**config.mk**
```make
export PLATFORM = sky130hd
export DESIGN_NAME = flight_phase_and_emergency_monitor
export DESIGN_NICKNAME = d
export VERILOG_FILES = /design/src/hdl/fpem_pkg.sv /design/src/hdl/fpem_phase.sv /design/src/hdl/fpem_emerg.sv /design/src/hdl/fpem_stats.sv /design/src/hdl/flight_phase_and_emergency_monitor.sv
export SDC_FILE = /design/constraint.sdc
export NUM_CORES = 1
export LEC_CHECK = 0
export BUFFER_PORTS_ARGS = -buffer_cell sky130_fd_sc_hd__buf_2
export CAP_MARGIN = 25
export CORE_ASPECT_RATIO = 0.9
export CORE_MARGIN = 5
export CORE_UTILIZATION = 56
export DETAILED_ROUTE_END_ITERATION = 8
export PLACE_DENSITY = 0.78
export SYNTH_ARGS = -nofsm -noshare
export SYNTH_HDL_FRONTEND = slang
export SYNTH_SLANG_ARGS = --single-unit
```
**constraint.sdc**
```tcl
create_clock -name clk_i -period 6.8 [get_ports clk_i]
set_clock_uncertainty 0.15 [all_clocks]
set_input_delay 2.04 -clock clk_i [delete_from_list [all_inputs] [get_ports clk_i]]
set_output_delay 2.04 -clock clk_i [all_outputs]
set_load 0.03 [all_outputs]
```
**src/hdl/fpem_pkg.sv**
```systemverilog
// fpem_pkg: shared types, register/cause codes and thresholds for the
// flight phase and emergency monitor. No dependencies.
`default_nettype none

package fpem_pkg;

  localparam int AltW      = 20;
  localparam int VelW      = 15;
  localparam int TempW     = 12;
  localparam int ErrW      = 8;
  localparam int MemW      = 7;
  localparam int PhaseW    = 3;
  localparam int CauseW    = 3;
  localparam int PeakAltW  = 16;
  localparam int PeakVelW  = 14;
  localparam int StatTempW = 15;
  localparam int CfgIdxW   = 3;
  localparam int CfgDataW  = 20;
  localparam int InDataW   = 64;
  localparam int OutDataW  = 72;

  // input sample, altitude in the lowest bits
  typedef struct packed {
    logic                    clear_request;
    logic [MemW-1:0]         memory_percent;
    logic [ErrW-1:0]         error_total;
    logic signed [TempW-1:0] temperature;
    logic signed [VelW-1:0]  velocity;
    logic signed [AltW-1:0]  altitude;
  } sample_t;

  // result, phase in the lowest bits
  typedef struct packed {
    logic signed [StatTempW-1:0] lowest_temperature;
    logic signed [StatTempW-1:0] peak_temperature;
    logic [PeakVelW-1:0]         peak_velocity;
    logic [PeakAltW-1:0]         peak_altitude_m;
    logic [CauseW-1:0]           emergency_cause;
    logic                        emergency_raised;
    logic                        emergency_active;
    logic                        phase_changed;
    logic [PhaseW-1:0]           phase;
  } result_t;

  localparam int SampleW = $bits(sample_t);
  localparam int ResultW = $bits(result_t);

  typedef struct packed {
    logic                    phase_detect_enable;
    logic signed [AltW-1:0]  alt_limit;
    logic signed [TempW-1:0] temp_limit;
    logic [PeakVelW-1:0]     speed_limit;
    logic [ErrW-1:0]         err_limit;
  } cfg_t;

  typedef enum logic [CfgIdxW-1:0] {
    RegPhaseEn    = 3'd0,
    RegAltLimit   = 3'd1,
    RegTempLimit  = 3'd2,
    RegSpeedLimit = 3'd3,
    RegErrLimit   = 3'd4
  } cfg_reg_e;

  typedef enum logic [CauseW-1:0] {
    CauseNone   = 3'd0,
    CauseAlt    = 3'd1,
    CauseTemp   = 3'd2,
    CauseSpeed  = 3'd3,
    CauseErrors = 3'd4,
    CauseMemory = 3'd5
  } cause_e;

  typedef enum logic [7:0] {
    PhGround   = 8'b0000_0001,
    PhLaunch   = 8'b0000_0010,
    PhPowered  = 8'b0000_0100,
    PhBalloon  = 8'b0000_1000,
    PhApex     = 8'b0001_0000,
    PhChute    = 8'b0010_0000,
    PhLanding  = 8'b0100_0000,
    PhRecovery = 8'b1000_0000
  } phase_e;

  // configuration reset values
  localparam logic                    PhaseEnRst    = 1'b1;
  localparam logic signed [AltW-1:0]  AltLimitRst   = 20'sd400000;
  localparam logic signed [TempW-1:0] TempLimitRst  = 12'sd850;
  localparam logic [PeakVelW-1:0]     SpeedLimitRst = 14'd3000;
  localparam logic [ErrW-1:0]         ErrLimitRst   = 8'd10;

  // phase thresholds, 0.1 units
  localparam logic signed [AltW-1:0] LaunchAlt   = 20'sd100;
  localparam logic signed [VelW-1:0] LaunchVel   = 15'sd50;
  localparam logic signed [AltW-1:0] PoweredAlt  = 20'sd1000;
  localparam logic signed [VelW-1:0] PoweredVel  = 15'sd100;
  localparam logic signed [AltW-1:0] BalloonAlt  = 20'sd10000;
  localparam logic signed [VelW-1:0] BalloonVel  = 15'sd10;
  localparam logic signed [VelW-1:0] ApexVel     = -15'sd20;
  localparam logic signed [VelW-1:0] ChuteVel    = -15'sd50;
  localparam logic signed [AltW-1:0] LandAlt     = 20'sd1000;
  localparam logic [VelW-1:0]        LandSpeed   = 15'd20;
  localparam logic signed [AltW-1:0] RecoveryAlt = 20'sd100;
  localparam logic [VelW-1:0]        RecSpeed    = 15'd5;

  localparam logic [MemW-1:0] MemLimit = 7'd95;

  localparam logic signed [StatTempW-1:0] TempMaxRst = -15'sd9990;
  localparam logic signed [StatTempW-1:0] TempMinRst = 15'sd9990;

  // x / 10 as (x * Div10Mul) >> Div10Shift, exact for 20-bit x
  localparam logic [AltW-1:0] Div10Mul   = 20'hCCCCD;
  localparam int              Div10Shift = 23;

  function automatic logic [VelW-1:0] abs_vel(logic signed [VelW-1:0] v);
    logic [VelW-1:0] r;
    r = v[VelW-1] ? VelW'(-v) : VelW'(v);
    return r;
  endfunction

  function automatic logic [PhaseW-1:0] phase_code(phase_e p);
    logic [PhaseW-1:0] c;
    case (p)
      PhGround:   c = 3'd0;
      PhLaunch:   c = 3'd1;
      PhPowered:  c = 3'd2;
      PhBalloon:  c = 3'd3;
      PhApex:     c = 3'd4;
      PhChute:    c = 3'd5;
      PhLanding:  c = 3'd6;
      PhRecovery: c = 3'd7;
      default:    c = 3'd0;
    endcase
    return c;
  endfunction

endpackage

`default_nettype wire

```
**src/hdl/fpem_phase.sv**
```systemverilog
// fpem_phase: one-hot flight phase sequencer, one step per sample.
// Depends on fpem_pkg.
`default_nettype none

module fpem_phase
  import fpem_pkg::*;
(
  input  wire logic              clk_i,
  input  wire logic              rst_ni,
  input  wire logic              upd_i,
  input  wire logic              enable_i,
  input  wire sample_t           sample_i,
  output logic [PhaseW-1:0]      phase_o,
  output logic                   changed_o
);

  phase_e phase_q, phase_d, next_ph;
  logic signed [AltW-1:0] a;
  logic signed [VelW-1:0] v;
  logic [VelW-1:0]        av;

  assign a  = sample_i.altitude;
  assign v  = sample_i.velocity;
  assign av = abs_vel(v);

  always_comb begin
    next_ph = phase_q;
    case (phase_q)
      PhGround:   if (v > LaunchVel && a > LaunchAlt) next_ph = PhLaunch;
      PhLaunch:   if (a > PoweredAlt && v > PoweredVel) next_ph = PhPowered;
      PhPowered:  if (v < BalloonVel && a > BalloonAlt) next_ph = PhBalloon;
      PhBalloon:  if (v < ApexVel) next_ph = PhApex;
      PhApex:     if (v < ChuteVel) next_ph = PhChute;
      PhChute:    if (a < LandAlt && av < LandSpeed) next_ph = PhLanding;
      PhLanding:  if (av < RecSpeed && a < RecoveryAlt) next_ph = PhRecovery;
      PhRecovery: next_ph = PhRecovery;
      default:    next_ph = phase_q;
    endcase
  end

  assign changed_o = enable_i && (next_ph != phase_q);
  assign phase_d   = changed_o ? next_ph : phase_q;
  assign phase_o   = phase_code(phase_d);

  always_ff @(posedge clk_i or negedge rst_ni) begin
    if (!rst_ni) begin
      phase_q <= PhGround;
    end else if (upd_i) begin
      phase_q <= phase_d;
    end
  end

endmodule

`default_nettype wire

```
**src/hdl/fpem_emerg.sv**
```systemverilog
// fpem_emerg: emergency latch with ordered threshold checks and cause.
// Depends on fpem_pkg.
`default_nettype none

module fpem_emerg
  import fpem_pkg::*;
(
  input  wire logic         clk_i,
  input  wire logic         rst_ni,
  input  wire logic         upd_i,
  input  wire cfg_t         cfg_i,
  input  wire sample_t      sample_i,
  output logic              active_o,
  output logic              raised_o,
  output logic [CauseW-1:0] cause_o
);

  logic   latch_q, latch_d, latch_eff;
  cause_e cause_q, cause_d, cause_eff, cause_new;
  logic [VelW-1:0] av;

  assign av = abs_vel(sample_i.velocity);

  always_comb begin
    if (sample_i.altitude > cfg_i.alt_limit) begin
      cause_new = CauseAlt;
    end else if (sample_i.temperature > cfg_i.temp_limit) begin
      cause_new = CauseTemp;
    end else if (av > {1'b0, cfg_i.speed_limit}) begin
      cause_new = CauseSpeed;
    end else if (sample_i.error_total > cfg_i.err_limit) begin
      cause_new = CauseErrors;
    end else if (sample_i.memory_percent > MemLimit) begin
      cause_new = CauseMemory;
    end else begin
      cause_new = CauseNone;
    end
  end

  // clear takes effect before the checks
  assign latch_eff = sample_i.clear_request ? 1'b0 : latch_q;
  assign cause_eff = sample_i.clear_request ? CauseNone : cause_q;
  assign raised_o  = !latch_eff && (cause_new != CauseNone);
  assign latch_d   = latch_eff || raised_o;
  assign cause_d   = raised_o ? cause_new : cause_eff;
  assign active_o  = latch_d;
  assign cause_o   = cause_d;

  always_ff @(posedge clk_i or negedge rst_ni) begin
    if (!rst_ni) begin
      latch_q <= 1'b0;
      cause_q <= CauseNone;
    end else if (upd_i) begin
      latch_q <= latch_d;
      cause_q <= cause_d;
    end
  end

endmodule

`default_nettype wire

```
**src/hdl/fpem_stats.sv**
```systemverilog
// fpem_stats: peak altitude (whole meters), peak velocity, temperature extremes.
// Depends on fpem_pkg.
`default_nettype none

module fpem_stats
  import fpem_pkg::*;
(
  input  wire logic                  clk_i,
  input  wire logic                  rst_ni,
  input  wire logic                  upd_i,
  input  wire sample_t               sample_i,
  output logic [PeakAltW-1:0]        peak_alt_o,
  output logic [PeakVelW-1:0]        peak_vel_o,
  output logic signed [StatTempW-1:0] max_temp_o,
  output logic signed [StatTempW-1:0] min_temp_o
);

  logic [PeakAltW-1:0]         alt_q, alt_d;
  logic [PeakVelW-1:0]         vel_q, vel_d;
  logic signed [StatTempW-1:0] tmax_q, tmax_d, tmin_q, tmin_d;
  logic [AltW-1:0]             alt_x10;
  logic [2*AltW-1:0]           div_prod;
  logic signed [StatTempW-1:0] t_ext;

  // stored meters times ten, fits 20 bits unsigned
  assign alt_x10  = {1'b0, alt_q, 3'b000} + {3'b000, alt_q, 1'b0};
  assign div_prod = {{AltW{1'b0}}, sample_i.altitude} * {{AltW{1'b0}}, Div10Mul};
  assign t_ext    = StatTempW'(sample_i.temperature);

  always_comb begin
    alt_d = alt_q;
    if ($signed({sample_i.altitude[AltW-1], sample_i.altitude}) > $signed({1'b0, alt_x10})) begin
      alt_d = div_prod[Div10Shift +: PeakAltW];
    end
    vel_d = vel_q;
    if (sample_i.velocity > $signed({1'b0, vel_q})) begin
      vel_d = sample_i.velocity[PeakVelW-1:0];
    end
    tmax_d = (t_ext > tmax_q) ? t_ext : tmax_q;
    tmin_d = (t_ext < tmin_q) ? t_ext : tmin_q;
  end

  assign peak_alt_o = alt_d;
  assign peak_vel_o = vel_d;
  assign max_temp_o = tmax_d;
  assign min_temp_o = tmin_d;

  always_ff @(posedge clk_i or negedge rst_ni) begin
    if (!rst_ni) begin
      alt_q  <= '0;
      vel_q  <= '0;
      tmax_q <= TempMaxRst;
      tmin_q <= TempMinRst;
    end else if (upd_i) begin
      alt_q  <= alt_d;
      vel_q  <= vel_d;
      tmax_q <= tmax_d;
      tmin_q <= tmin_d;
    end
  end

endmodule

`default_nettype wire

```
**src/hdl/flight_phase_and_emergency_monitor.sv**
```systemverilog
// Flight phase and emergency monitor, top level. An accepted request goes to
// the input register, then its result to the result register. Throughput:
// one request per cycle unless the output stalls; the result register is set
// by the phase, emergency and statistics logic in a single pass.
// Reset (async, active low) clears phase, latch, peaks and restores config.
// Depends on fpem_pkg, fpem_phase, fpem_emerg, fpem_stats.
`default_nettype none

module flight_phase_and_emergency_monitor
  import fpem_pkg::*;
(
  input  wire logic                clk_i,
  input  wire logic                rst_ni,
  input  wire logic                cfg_we_i,
  input  wire logic [CfgIdxW-1:0]  cfg_index_i,
  input  wire logic [CfgDataW-1:0] cfg_wdata_i,
  input  wire logic                s_axis_tvalid_i,
  output logic                     s_axis_tready_o,
  // altitude, velocity, temperature, error_total, memory_percent, clear_request
  input  wire logic [InDataW-1:0]  s_axis_tdata_i,
  output logic                     m_axis_tvalid_o,
  input  wire logic                m_axis_tready_i,
  // phase, phase_changed, emergency_active, emergency_raised, emergency_cause,
  // peak_altitude_m, peak_velocity, peak_temperature, lowest_temperature
  output logic [OutDataW-1:0]      m_axis_tdata_o
);

  cfg_t    cfg_q;
  logic    in_valid_q, out_valid_q, adv, in_acc;
  sample_t in_q;
  result_t res_d, res_q;

  always_ff @(posedge clk_i or negedge rst_ni) begin
    if (!rst_ni) begin
      cfg_q.phase_detect_enable <= PhaseEnRst;
      cfg_q.alt_limit           <= AltLimitRst;
      cfg_q.temp_limit          <= TempLimitRst;
      cfg_q.speed_limit         <= SpeedLimitRst;
      cfg_q.err_limit           <= ErrLimitRst;
    end else if (cfg_we_i) begin
      case (cfg_index_i)
        RegPhaseEn:    cfg_q.phase_detect_enable <= cfg_wdata_i[0];
        RegAltLimit:   cfg_q.alt_limit           <= cfg_wdata_i[AltW-1:0];
        RegTempLimit:  cfg_q.temp_limit          <= cfg_wdata_i[TempW-1:0];
        RegSpeedLimit: cfg_q.speed_limit         <= cfg_wdata_i[PeakVelW-1:0];
        RegErrLimit:   cfg_q.err_limit           <= cfg_wdata_i[ErrW-1:0];
        default: ;
      endcase
    end
  end

  assign adv             = in_valid_q && (!out_valid_q || m_axis_tready_i);
  assign s_axis_tready_o = !in_valid_q || adv;
  assign in_acc          = s_axis_tvalid_i && s_axis_tready_o;

  always_ff @(posedge clk_i or negedge rst_ni) begin
    if (!rst_ni) begin
      in_valid_q  <= 1'b0;
      out_valid_q <= 1'b0;
    end else begin
      if (in_acc) begin
        in_valid_q <= 1'b1;
      end else if (adv) begin
        in_valid_q <= 1'b0;
      end
      if (adv) begin
        out_valid_q <= 1'b1;
      end else if (m_axis_tready_i) begin
        out_valid_q <= 1'b0;
      end
    end
  end

  always_ff @(posedge clk_i) begin
    if (in_acc) begin
      in_q <= sample_t'(s_axis_tdata_i[SampleW-1:0]);
    end
    if (adv) begin
      res_q <= res_d;
    end
  end

  fpem_phase u_phase (
    .clk_i     (clk_i),
    .rst_ni    (rst_ni),
    .upd_i     (adv),
    .enable_i  (cfg_q.phase_detect_enable),
    .sample_i  (in_q),
    .phase_o   (res_d.phase),
    .changed_o (res_d.phase_changed)
  );

  fpem_emerg u_emerg (
    .clk_i    (clk_i),
    .rst_ni   (rst_ni),
    .upd_i    (adv),
    .cfg_i    (cfg_q),
    .sample_i (in_q),
    .active_o (res_d.emergency_active),
    .raised_o (res_d.emergency_raised),
    .cause_o  (res_d.emergency_cause)
  );

  fpem_stats u_stats (
    .clk_i      (clk_i),
    .rst_ni     (rst_ni),
    .upd_i      (adv),
    .sample_i   (in_q),
    .peak_alt_o (res_d.peak_altitude_m),
    .peak_vel_o (res_d.peak_velocity),
    .max_temp_o (res_d.peak_temperature),
    .min_temp_o (res_d.lowest_temperature)
  );

  assign m_axis_tvalid_o = out_valid_q;
  assign m_axis_tdata_o  = {{(OutDataW-ResultW){1'b0}}, res_q};

endmodule

`default_nettype wire
```
==> results of run 1 <==
## flip-flops by register name, indices dropped and copies added (netlist names)
signal,cells
u_phase.phase_q,8
u_stats.tmin_q,15
u_stats.alt_q,16
m_axis_tvalid_o,1
cfg_q,55
u_emerg.latch_q,1
u_emerg.cause_q,3
u_stats.tmax_q,15
in_q,58
u_stats.vel_q,14
m_axis_tdata_o,69
in_valid_q,1
## logic make-up (layout without fill, tap and decap cells)
family / count (synthesis) / count (layout)
other: 1 / 3
XOR/XNOR: 48 / 48
flip-flops: 256 / 256
multiplexers: 143 / 143
AO/OA/AOI/OAI: 319 / 319
AND/OR/NAND/NOR: 329 / 329
adder cells (fa/ha/maj): 494 / 494
buffers and inverters: 399 / 754
## layout make-up
cell class	count	area [um^2]	area share
well taps	525	657	0.0250
clock buffers	43	870	0.0331
repair buffers	346	2320	0.0882
inverters	356	1340	0.0509
clock inverters	9	66.3	0.00252
flip-flops and latches	256	7090	0.269
multi-input cells	1336	14000	0.531
## power groups by stage
| stage | combinational [uW] | clock [uW] | sequential [uW] |
|---|---|---|---|
| 2_1_floorplan | 5780 | 0 | 2780 |
| 3_5_place_dp | 9220 | 0 | 2590 |
| 4_1_cts | 9870 | 1560 | 2570 |
| 3_3_place_gp | 8830 | 0 | 2560 |
| 5_1_grt | 12200 | 1630 | 2620 |
| 6_report | 11100 | 1530 | 2580 |
## cell usage after synthesis, types with 5 or more instances
master | instances | area, um^2
nor4_1 | 10 | 62.6
nand2b_1 | 22 | 138
a211oi_1 | 21 | 158
inv_1 | 355 | 1330
dfstp_2 | 37 | 972
nand2_1 | 99 | 372
o21a_1 | 24 | 180
o21bai_1 | 8 | 60.1
xnor2_1 | 31 | 272
a21oi_1 | 49 | 245
nor2_1 | 40 | 150
a211o_1 | 8 | 70.1
nand4_1 | 29 | 181
edfxtp_1 | 127 | 3810
mux2i_1 | 16 | 160
nand3_1 | 20 | 100
clkbuf_1 | 35 | 131
ha_1 | 354 | 4430
buf_1 | 5 | 18.8
fa_1 | 140 | 2800
o31ai_1 | 9 | 67.6
xor2_1 | 17 | 149
o22ai_1 | 5 | 31.3
a41oi_1 | 5 | 43.8
o21ai_0 | 86 | 430
nor3b_1 | 5 | 37.5
mux2_2 | 126 | 1420
nor2b_1 | 30 | 188
a31oi_1 | 5 | 31.3
o211ai_1 | 9 | 67.6
and2_1 | 7 | 43.8
and3_1 | 7 | 43.8
a21o_1 | 38 | 285
or2_2 | 7 | 43.8
nor3_1 | 16 | 80.1
or3_1 | 11 | 68.8
dfrtp_1 | 92 | 2300
## worst paths after layout
check	start	to
max in group asynchronous	rst_ni	u_stats.tmax_q[12]
max reg2reg	in_q[11]	m_axis_tdata_o[24]
min in group asynchronous	rst_ni	u_phase.phase_q[5]
min reg2reg	in_valid_q	m_axis_tvalid_o
min	in_valid_q	m_axis_tvalid_o
max	in_q[11]	m_axis_tdata_o[24]
## worst max-delay path, cell delays in order (launching register included)
cell,delay (ns)
edfxtp_1,0.49
inv_2,0.17
ha_4,0.23
fa_1,0.60
ha_4,0.22
fa_1,0.51
fa_1,0.44
fa_1,0.57
fa_1,0.43
ha_1,0.32
a21o_1,0.18
a21o_1,0.18
a211oi_2,0.26
buf_4,0.18
o21ai_4,0.06
o21ai_4,0.15
buf_6,0.13
o21ai_4,0.06
a221o_1,0.33
a211oi_2,0.31
mux2_4,0.34
a211o_1,0.25
## metal layers
metal,wire length (um),track usage,share of wire
met1,25000,0.374,0.43
met2,27800,0.437,0.48
met3,3850,0.0377,0.066
met4,1650,0.0586,0.028
met5,0,0,0
## stage by stage
stage / total power, uW / hold WS (ns) / setup WS [ns]
4_1_cts: 14000 / 0.358 / 0.0000950
2_1_floorplan: 8560 / 0.307 / 0.0238
5_1_grt: 16500 / 0.379 / -0.178
6_report: 15300 / 0.352 / -0.0200
3_3_place_gp: 11400 / 0.322 / -0.728
3_5_place_dp: 11800 / 0.345 / -0.744
## repair_timing
action | CTS | global route
buffers inserted | 25 | 19
resized for setup | 57 | 105
pin swaps | 47 | 50
setup endpoints to repair | 32 | 19
==> flow_summary.json, run 1 <==
{
  "drtPass1Iterations": 5,
  "internal_power_uw": 8450,
  "crit_fanout": 3,
  "fillers": 2697,
  "slew_viol_final": 0,
  "layout_setup_ws_ns": -0.0200,
  "hp-class": "reg -> reg",
  "synthCells": 1989,
  "worst_pin_slew_ns": 0.903,
  "io_buffers": 156,
  "synth_fa_ha_area_frac": 0.332,
  "required_ns": 6.95,
  "antenna_found_initial": 0,
  "cp-start-kind": "flip-flop",
  "post-route-drc-count": 0,
  "grt_pass1_wl_um": 90700,
  "fin_setup_tns_ns": -0.0200,
  "htree_levels": 1,
  "synth_flop_cell": "edfxtp_1",
  "dp_hpwl_um": 44600,
  "yosys_warnings": 0,
  "grt_pass1_vias": 16957,
  "cts_buffers": 28,
  "ir_drop_mv": 0.758,
  "via_count": 16445,
  "ys_ff_latch": 256,
  "cts_tree": "done",
  "clockBufferDepth": 3,
  "vias_per_cell": 5.73,
  "synth_area_per_cell_um2": 10.9,
  "fin_crit_sh": 1.00,
  "swShare": 0.446,
  "leakagePower_uw": 0.0125,
  "gr-usage-all-layers": 0.264,
  "core.rowCount": 68,
  "io_pins": 166,
  "clkPwrFrac": 0.100,
  "muxShareOfSynthArea": 0.0731,
  "crit_type": "reg -> reg",
  "dpl-instance-area_um2": 24200,
  "power_density_nw_per_um2": 580,
  "r2r_setup_slack_ns": -0.02,
  "grt_max_degree": 103,
  "die_h_um": 197,
  "numClockSinks": 256,
  "fmax_mhz": 147,
  "synth_xor_area_frac": 0.0193,
  "finalCriticalPeriod_ns": 6.82,
  "final_util": 0.686,
  "insertion_delay_ns": 0.56,
  "hold_buffers": 0,
  "hold_viol": 0,
  "final_common_cell": "inv_1",
  "synthSimpleGateAreaFrac": 0.0812,
  "status": "complete, but fails checks",
  "r2r_cells": 21,
  "die_w_um": 218,
  "final_area_um2": 26300,
  "die_area_um2": 42900,
  "diodes": 0,
  "grt_remaining_overflow": 0,
  "async_reset_ff_frac": 0.504,
  "crit_arrival_ns": 6.97,
  "synth_compound_area_frac": 0.0992,
  "combPwrFrac": 0.731,
  "drt_iter0_markers": 1186,
  "synth_cell_types": 81,
  "clk_pin_slew_ns": 0.06,
  "final_cells": 2871,
  "synth_area_um2": 21800,
  "wl_um": 58300,
  "coreArea_um2": 38400,
  "drive_gt1_frac": 0.298,
  "place.gp.congestion": 1.00,
  "sequentialPowerShare": 0.169,
  "nNetsFinal": 2910,
  "layout_common_cells": "inv_1 (324), ha_1 (305), buf_4 (168)",
  "synth_edf_count": 127,
  "setup_viol": 1,
  "area_growth_pct": 20.9,
  "maxSlewHeadroom": 0.398,
  "endpoint_kind": "flip-flop",
  "wl_per_cell_um": 20.3,
  "rsz0062_at_grt": "true",
  "root_buffer": "clkbuf_16",
  "violations": "setup timing",
  "synth_top_family_by_area": "adder cells",
  "postRouteAntennaNets": 0,
  "start_util": 0.567,
  "cap_violations": 0,
  "dp_cells": 2779,
  "yosysSeqAreaShare": 0.326,
  "worstHoldPathCells": 1,
  "power_switching_uw": 6800
}
(Power assumes the default switching activity.)
==> run 2, diff against run 1 <==
--- a/config.mk
+++ b/config.mk
@@ -7,8 +7,7 @@
 export LEC_CHECK = 0
 export BUFFER_PORTS_ARGS = -buffer_cell sky130_fd_sc_hd__buf_2
 export CAP_MARGIN = 25
-export CORE_ASPECT_RATIO = 0.9
-export CORE_MARGIN = 5
+export CORE_MARGIN = 2
 export CORE_UTILIZATION = 56
 export DETAILED_ROUTE_END_ITERATION = 8
 export PLACE_DENSITY = 0.78
==> flow_summary.json, run 2 (synthesized netlist as in run 1, its figures left out) <==
{
  "cp-start-kind": "flip-flop",
  "layout_setup_ws_ns": 0.00546,
  "cpMostUsedCell": "fa_1",
  "final_common_cell": "inv_1",
  "ir_drop_mv": 0.648,
  "die_w_um": 201,
  "required_ns": 6.98,
  "postRouteAntennaNets": 0,
  "leakagePower_uw": 0.0124,
  "crit_fanout": 2,
  "grt_pass1_wl_um": 89900,
  "grt_max_degree": 100,
  "holdWs_ns": 0.352,
  "insertion_delay_ns": 0.58,
  "numClockSinks": 256,
  "place_ws_ns": -0.523,
  "dp_hpwl_um": 43500,
  "final_cells": 2848,
  "setup_viol": 0,
  "layout_common_cells": "inv_1 (345), ha_1 (328), buf_2 (155), buf_4 (155), fa_1 (130)",
  "htree_levels": 1,
  "worst_pin_slew_ns": 1.01,
  "largest_reg_flops": 69,
  "cts_buffers": 29,
  "slew_viol_final": 0,
  "hold_buffers": 0,
  "finalCriticalPeriod_ns": 6.79,
  "die_area_um2": 40500,
  "gr-usage-all-layers": 0.284,
  "wl_per_cell_um": 20.1,
  "fin_crit_sh": 0.999,
  "path_cells": "buf_6, inv_4, buf_4, ha_4, buf_4, fa_1, ha_1, fa_1, fa_1, fa_1, fa_1, ha_1, a21o_1, a21o_1, a211oi_2, o21ai_2, o21ai_2, o21ai_2, a221o_1, a211oi_2, mux2_4, a211o_1",
  "io_buffers": 156,
  "drtPass1Iterations": 5,
  "area_growth_pct": 18.5,
  "cap_violations": 0,
  "nNetsFinal": 2890,
  "antenna_found_initial": 3,
  "slowest_stage": "fa_1",
  "root_buffer": "clkbuf_16",
  "die_h_um": 201,
  "place.gp.congestion": 1.01,
  "power_density_nw_per_um2": 556,
  "maxSlewHeadroom": 0.328,
  "fillers": 2803,
  "final_util": 0.670,
  "post-route-drc-count": 0,
  "drt_iter0_markers": 1046,
  "hold_viol": 0,
  "crit_arrival_ns": 6.97,
  "wl_um": 57300,
  "grt_pass1_vias": 16888,
  "clk_pin_slew_ns": 0.07,
  "start_util": 0.566,
  "dp_cells": 2756,
  "endpoint_kind": "flip-flop",
  "drive_gt1_frac": 0.271,
  "vias_per_cell": 5.69,
  "fmax_mhz": 147,
  "coreArea_um2": 38500,
  "via_count": 16191,
  "cts_tree": "done",
  "fin_setup_tns_ns": 0,
  "status": "completed",
  "io_pins": 166,
  "core.rowCount": 72,
  "hp-class": "reg -> reg",
  "clockBufferDepth": 3,
  "cpPeakStageDelay_ns": 0.53,
  "rsz0062_at_grt": "true",
  "grt_remaining_overflow": 0,
  "crit_type": "reg -> reg"
}
## run 2: path summary, 6_finish.rpt
kind / to / slack (ns) / start / cells past startpoint
setup / recovery: m_axis_tdata_o[24] / 0.005 / in_q[11] / 22
max in group asynchronous: u_stats.tmax_q[11] / 4.01 / rst_ni / 2
hold reg to reg: m_axis_tvalid_o / 0.35 / in_valid_q / 1
setup reg to reg: m_axis_tdata_o[24] / 0.005 / in_q[11] / 22
hold / removal: m_axis_tvalid_o / 0.35 / in_valid_q / 1
min in group asynchronous: u_phase.phase_q[5] / 1.39 / rst_ni / 1
## run 2: cell type report
type | instances | area [um^2] | share of cell area
antenna | 3 | 7.51 | 0.000291
clock buffer | 35 | 779 | 0.0302
clock inverter | 19 | 191 | 0.00742
inverter | 356 | 1340 | 0.0521
multi-input combinational | 1336 | 13600 | 0.528
sequential | 256 | 7090 | 0.275
tap | 518 | 648 | 0.0251
timing repair buffer | 325 | 2120 | 0.0821
## run 2: what timing repair did
action | CTS | global route
buffers inserted | 26 | 9
pin swaps | 27 | 59
gates resized for setup | 43 | 45
setup endpoints to repair | 29 | 22
## run 2: per-layer routing
metal | share of wire | global-route usage | vias up
li1 | - | - | 7520
met1 | 0.41 | 0.372 | 7972
met4 | 0.041 | 0.111 | 0
met2 | 0.48 | 0.478 | 557
met5 | 0 | 0 | -
met3 | 0.063 | 0.0398 | 142
## run 2: through the flow
stage	cell area, um^2	total power (uW)
global route	25800	15500
detailed placement	24100	11400
CTS	25500	13600
global placement	24100	11000
floorplan	21800	8560
finish	25800	14300
## run 2: worst max-delay path, delay by kind of cell, from the launching register on
family	cells	cell delay, ns
multiplexers	1	0.34
AO/OA/AOI/OAI	9	2.03
flip-flops	1	0.42
buffers and inverters	4	0.47
adder cells (fa/ha/maj)	8	3.15
## run 2: report_power, final
group          internal (uW)  switching [uW]  leakage (uW)  total, uW
Sequential              2260             297       0.00272       2560
Combinational           4660            5530       0.00924      10200
Clock                    907             703      0.000467       1610
Total                   7820            6530        0.0124      14300
==> run 3, diff against run 2 <==
--- a/config.mk
+++ b/config.mk
@@ -5,12 +5,14 @@
 export SDC_FILE = /design/constraint.sdc
 export NUM_CORES = 1
 export LEC_CHECK = 0
+export ABC_AREA = 1
 export BUFFER_PORTS_ARGS = -buffer_cell sky130_fd_sc_hd__buf_2
 export CAP_MARGIN = 25
 export CORE_MARGIN = 2
 export CORE_UTILIZATION = 56
 export DETAILED_ROUTE_END_ITERATION = 8
 export PLACE_DENSITY = 0.78
+export RECOVER_POWER = 100
 export SYNTH_ARGS = -nofsm -noshare
 export SYNTH_HDL_FRONTEND = slang
 export SYNTH_SLANG_ARGS = --single-unit
==> flow_summary.json, run 3 <==
{
  "dp_hpwl_um": 45000,
  "endpoint_kind": "flip-flop",
  "cap_violations": 3,
  "postRouteAntennaNets": 0,
  "cp-start-kind": "flip-flop",
  "cts_tree": "done",
  "grt_pass1_wl_um": 91600,
  "gr-usage-all-layers": 0.285,
  "synth_most_common_cell": "inv_1",
  "muxShareOfSynthArea": 0,
  "numClockSinks": 256,
  "synth_area_per_cell_um2": 9.08,
  "drive_gt1_frac": 0.114,
  "setup_viol": 0,
  "drtPass1Iterations": 5,
  "final_common_cell": "inv_1",
  "largest_reg_flops": 69,
  "die_area_um2": 40500,
  "synth_compound_area_frac": 0.0999,
  "crit_fanout": 4,
  "worst_pin_slew_ns": 4.04,
  "grt_max_degree": 185,
  "synth_flop_cell": "edfxtp_1",
  "async_reset_ff_frac": 0.504,
  "core.rowCount": 72,
  "synth_cell_types": 52,
  "synthCells": 2400,
  "nNetsFinal": 3232,
  "drt_iter0_markers": 1213,
  "yosys-top-cells-count": "inv_1 (456), nand2_1 (433), ha_1 (354)",
  "synth_fa_ha_area_frac": 0.332,
  "finalCriticalPeriod_ns": 6.55,
  "coreArea_um2": 38600,
  "io_buffers": 156,
  "start_util": 0.565,
  "hold_buffers": 0,
  "synth_edf_count": 127,
  "wl_met3_um": 3400,
  "yosysSeqAreaShare": 0.325,
  "htree_levels": 1,
  "grt_remaining_overflow": 0,
  "via_count": 17529,
  "layout_common_cells": "inv_1 (450), nand2_1 (437), ha_1 (347)",
  "yosysTopAreaCellShare": 0.203,
  "seq_area_um2": 7090,
  "hp-class": "reg -> reg",
  "crit_arrival_ns": 6.69,
  "clockBufferDepth": 3,
  "met1_length_um": 24100,
  "synth_xor_area_frac": 0.0149,
  "wl_met2_um": 26300,
  "yosys-top-cells-area": "ha_1 (20%), edfxtp_1 (18%), fa_1 (13%), dfrtp_1 (11%), inv_1 (7.9%)",
  "multiInputGateArea_um2": 12900,
  "io_pins": 166,
  "ys_ff_latch": 256,
  "cts_buffers": 30,
  "wl_per_cell_um": 17.7,
  "fillers": 3198,
  "required_ns": 6.94,
  "insertion_delay_ns": 0.57,
  "violations": "capacitance limit, slew limit",
  "fmax_mhz": 153,
  "fin_crit_sh": 0.963,
  "vias_per_cell": 5.49,
  "post-route-drc-count": 0,
  "antenna_found_initial": 3,
  "yosys_warnings": 0,
  "hold_viol": 0,
  "synth_top_family_by_area": "adder cells",
  "synth_area_um2": 21800,
  "dpl-instance-area_um2": 23800,
  "maxSlewHeadroom": -1.69,
  "clk_pin_slew_ns": 0.06,
  "yosysTopAreaCell": "ha_1",
  "die_w_um": 201,
  "die_h_um": 201,
  "crit_type": "reg -> reg",
  "root_buffer": "clkbuf_16",
  "top_layer": "met4",
  "wl_um": 56500,
  "slew_viol_final": 172,
  "grt_pass1_vias": 17858,
  "place.gp.congestion": 0.937,
  "area_growth_pct": 13.7,
  "synthSimpleGateAreaFrac": 0.141,
  "status": "complete, but fails checks",
  "final_area_um2": 24800
}
-- run 3: timing repair --
item / 4_1_cts / 5_1_grt
buffers inserted: 0 / 2
gates resized for setup: 0 / 32
endpoints found under the setup margin: 0 / 13
-- run 3: routing by layer --
layer / global-route usage / vias to the layer above
met4: 0.116 / 0
met3: 0.0390 / 155
met2: 0.470 / 590
met5: 0 / -
met1: 0.380 / 8390
li1: - / 8394
-- run 3: worst paths after layout --
check | from | endpoint | slack, ns | cells past startpoint
min in group asynchronous | rst_ni | u_stats.vel_q[5] | 2.94 | 1
min | u_emerg.cause_q[1] | u_emerg.cause_q[1] | 0.33 | 2
max in group asynchronous | rst_ni | u_stats.tmax_q[13] | 0.91 | 2
max | in_q[5] | m_axis_tdata_o[21] | 0.25 | 23
min reg2reg | u_emerg.cause_q[1] | u_emerg.cause_q[1] | 0.33 | 2
max reg2reg | in_q[5] | m_axis_tdata_o[21] | 0.25 | 23
-- run 3: final cells by class --
type	count	share of cell area
Sequential cell	256	0.286
Inverter	459	0.0697
Clock buffer	39	0.0351
Tap cell	518	0.0262
Multi-Input combinational cell	1647	0.520
Antenna cell	4	0.000404
Timing Repair Buffer	252	0.0561
Clock inverter	17	0.00662
-- run 3: metrics by stage --
step,setup slack (ns),hold slack (ns),cells,util,setup TNS (ns)
2_1_floorplan,0.676,0.299,2402,-,0
3_3_place_gp,0.207,0.313,3130,0.617,0
3_5_place_dp,0.185,0.316,3130,0.617,0
4_1_cts,0.144,0.332,3186,0.644,0
5_1_grt,-0.0135,0.351,3191,0.642,-0.0176
6_report,0.254,0.332,3192,0.642,0
-- run 3: cells by family after synthesis --
| group | after synthesis |
|---|---|
| AO/OA/AOI/OAI | 407 |
| XOR/XNOR | 37 |
| adder cells (fa/ha/maj) | 494 |
| buffers and inverters | 499 |
| flip-flops | 256 |
| other | 1 |
| AND/OR/NAND/NOR | 706 |
-- run 3: critical path, cell delays in order (launching register included) --
cell      delay, ns
edfxtp_1       0.49
inv_1          0.12
ha_1           0.33
buf_4          0.17
ha_1           0.29
inv_1          0.07
fa_1           0.51
fa_1           0.55
inv_1          0.05
fa_1           0.55
fa_1           0.45
fa_1           0.47
ha_1           0.34
buf_4          0.12
nand4_1        0.12
nor3_1         0.24
o21ai_1        0.12
nand3_1        0.21
nand2_1        0.08
o211ai_1       0.13
nand2_1        0.14
o21ai_0        0.22
xnor2_1        0.22
o21ai_1        0.14
Power of run 3 is left out: the tool's default activity adds up to more than one toggle a clock period on the data nets, which glitch-free logic cannot reach.
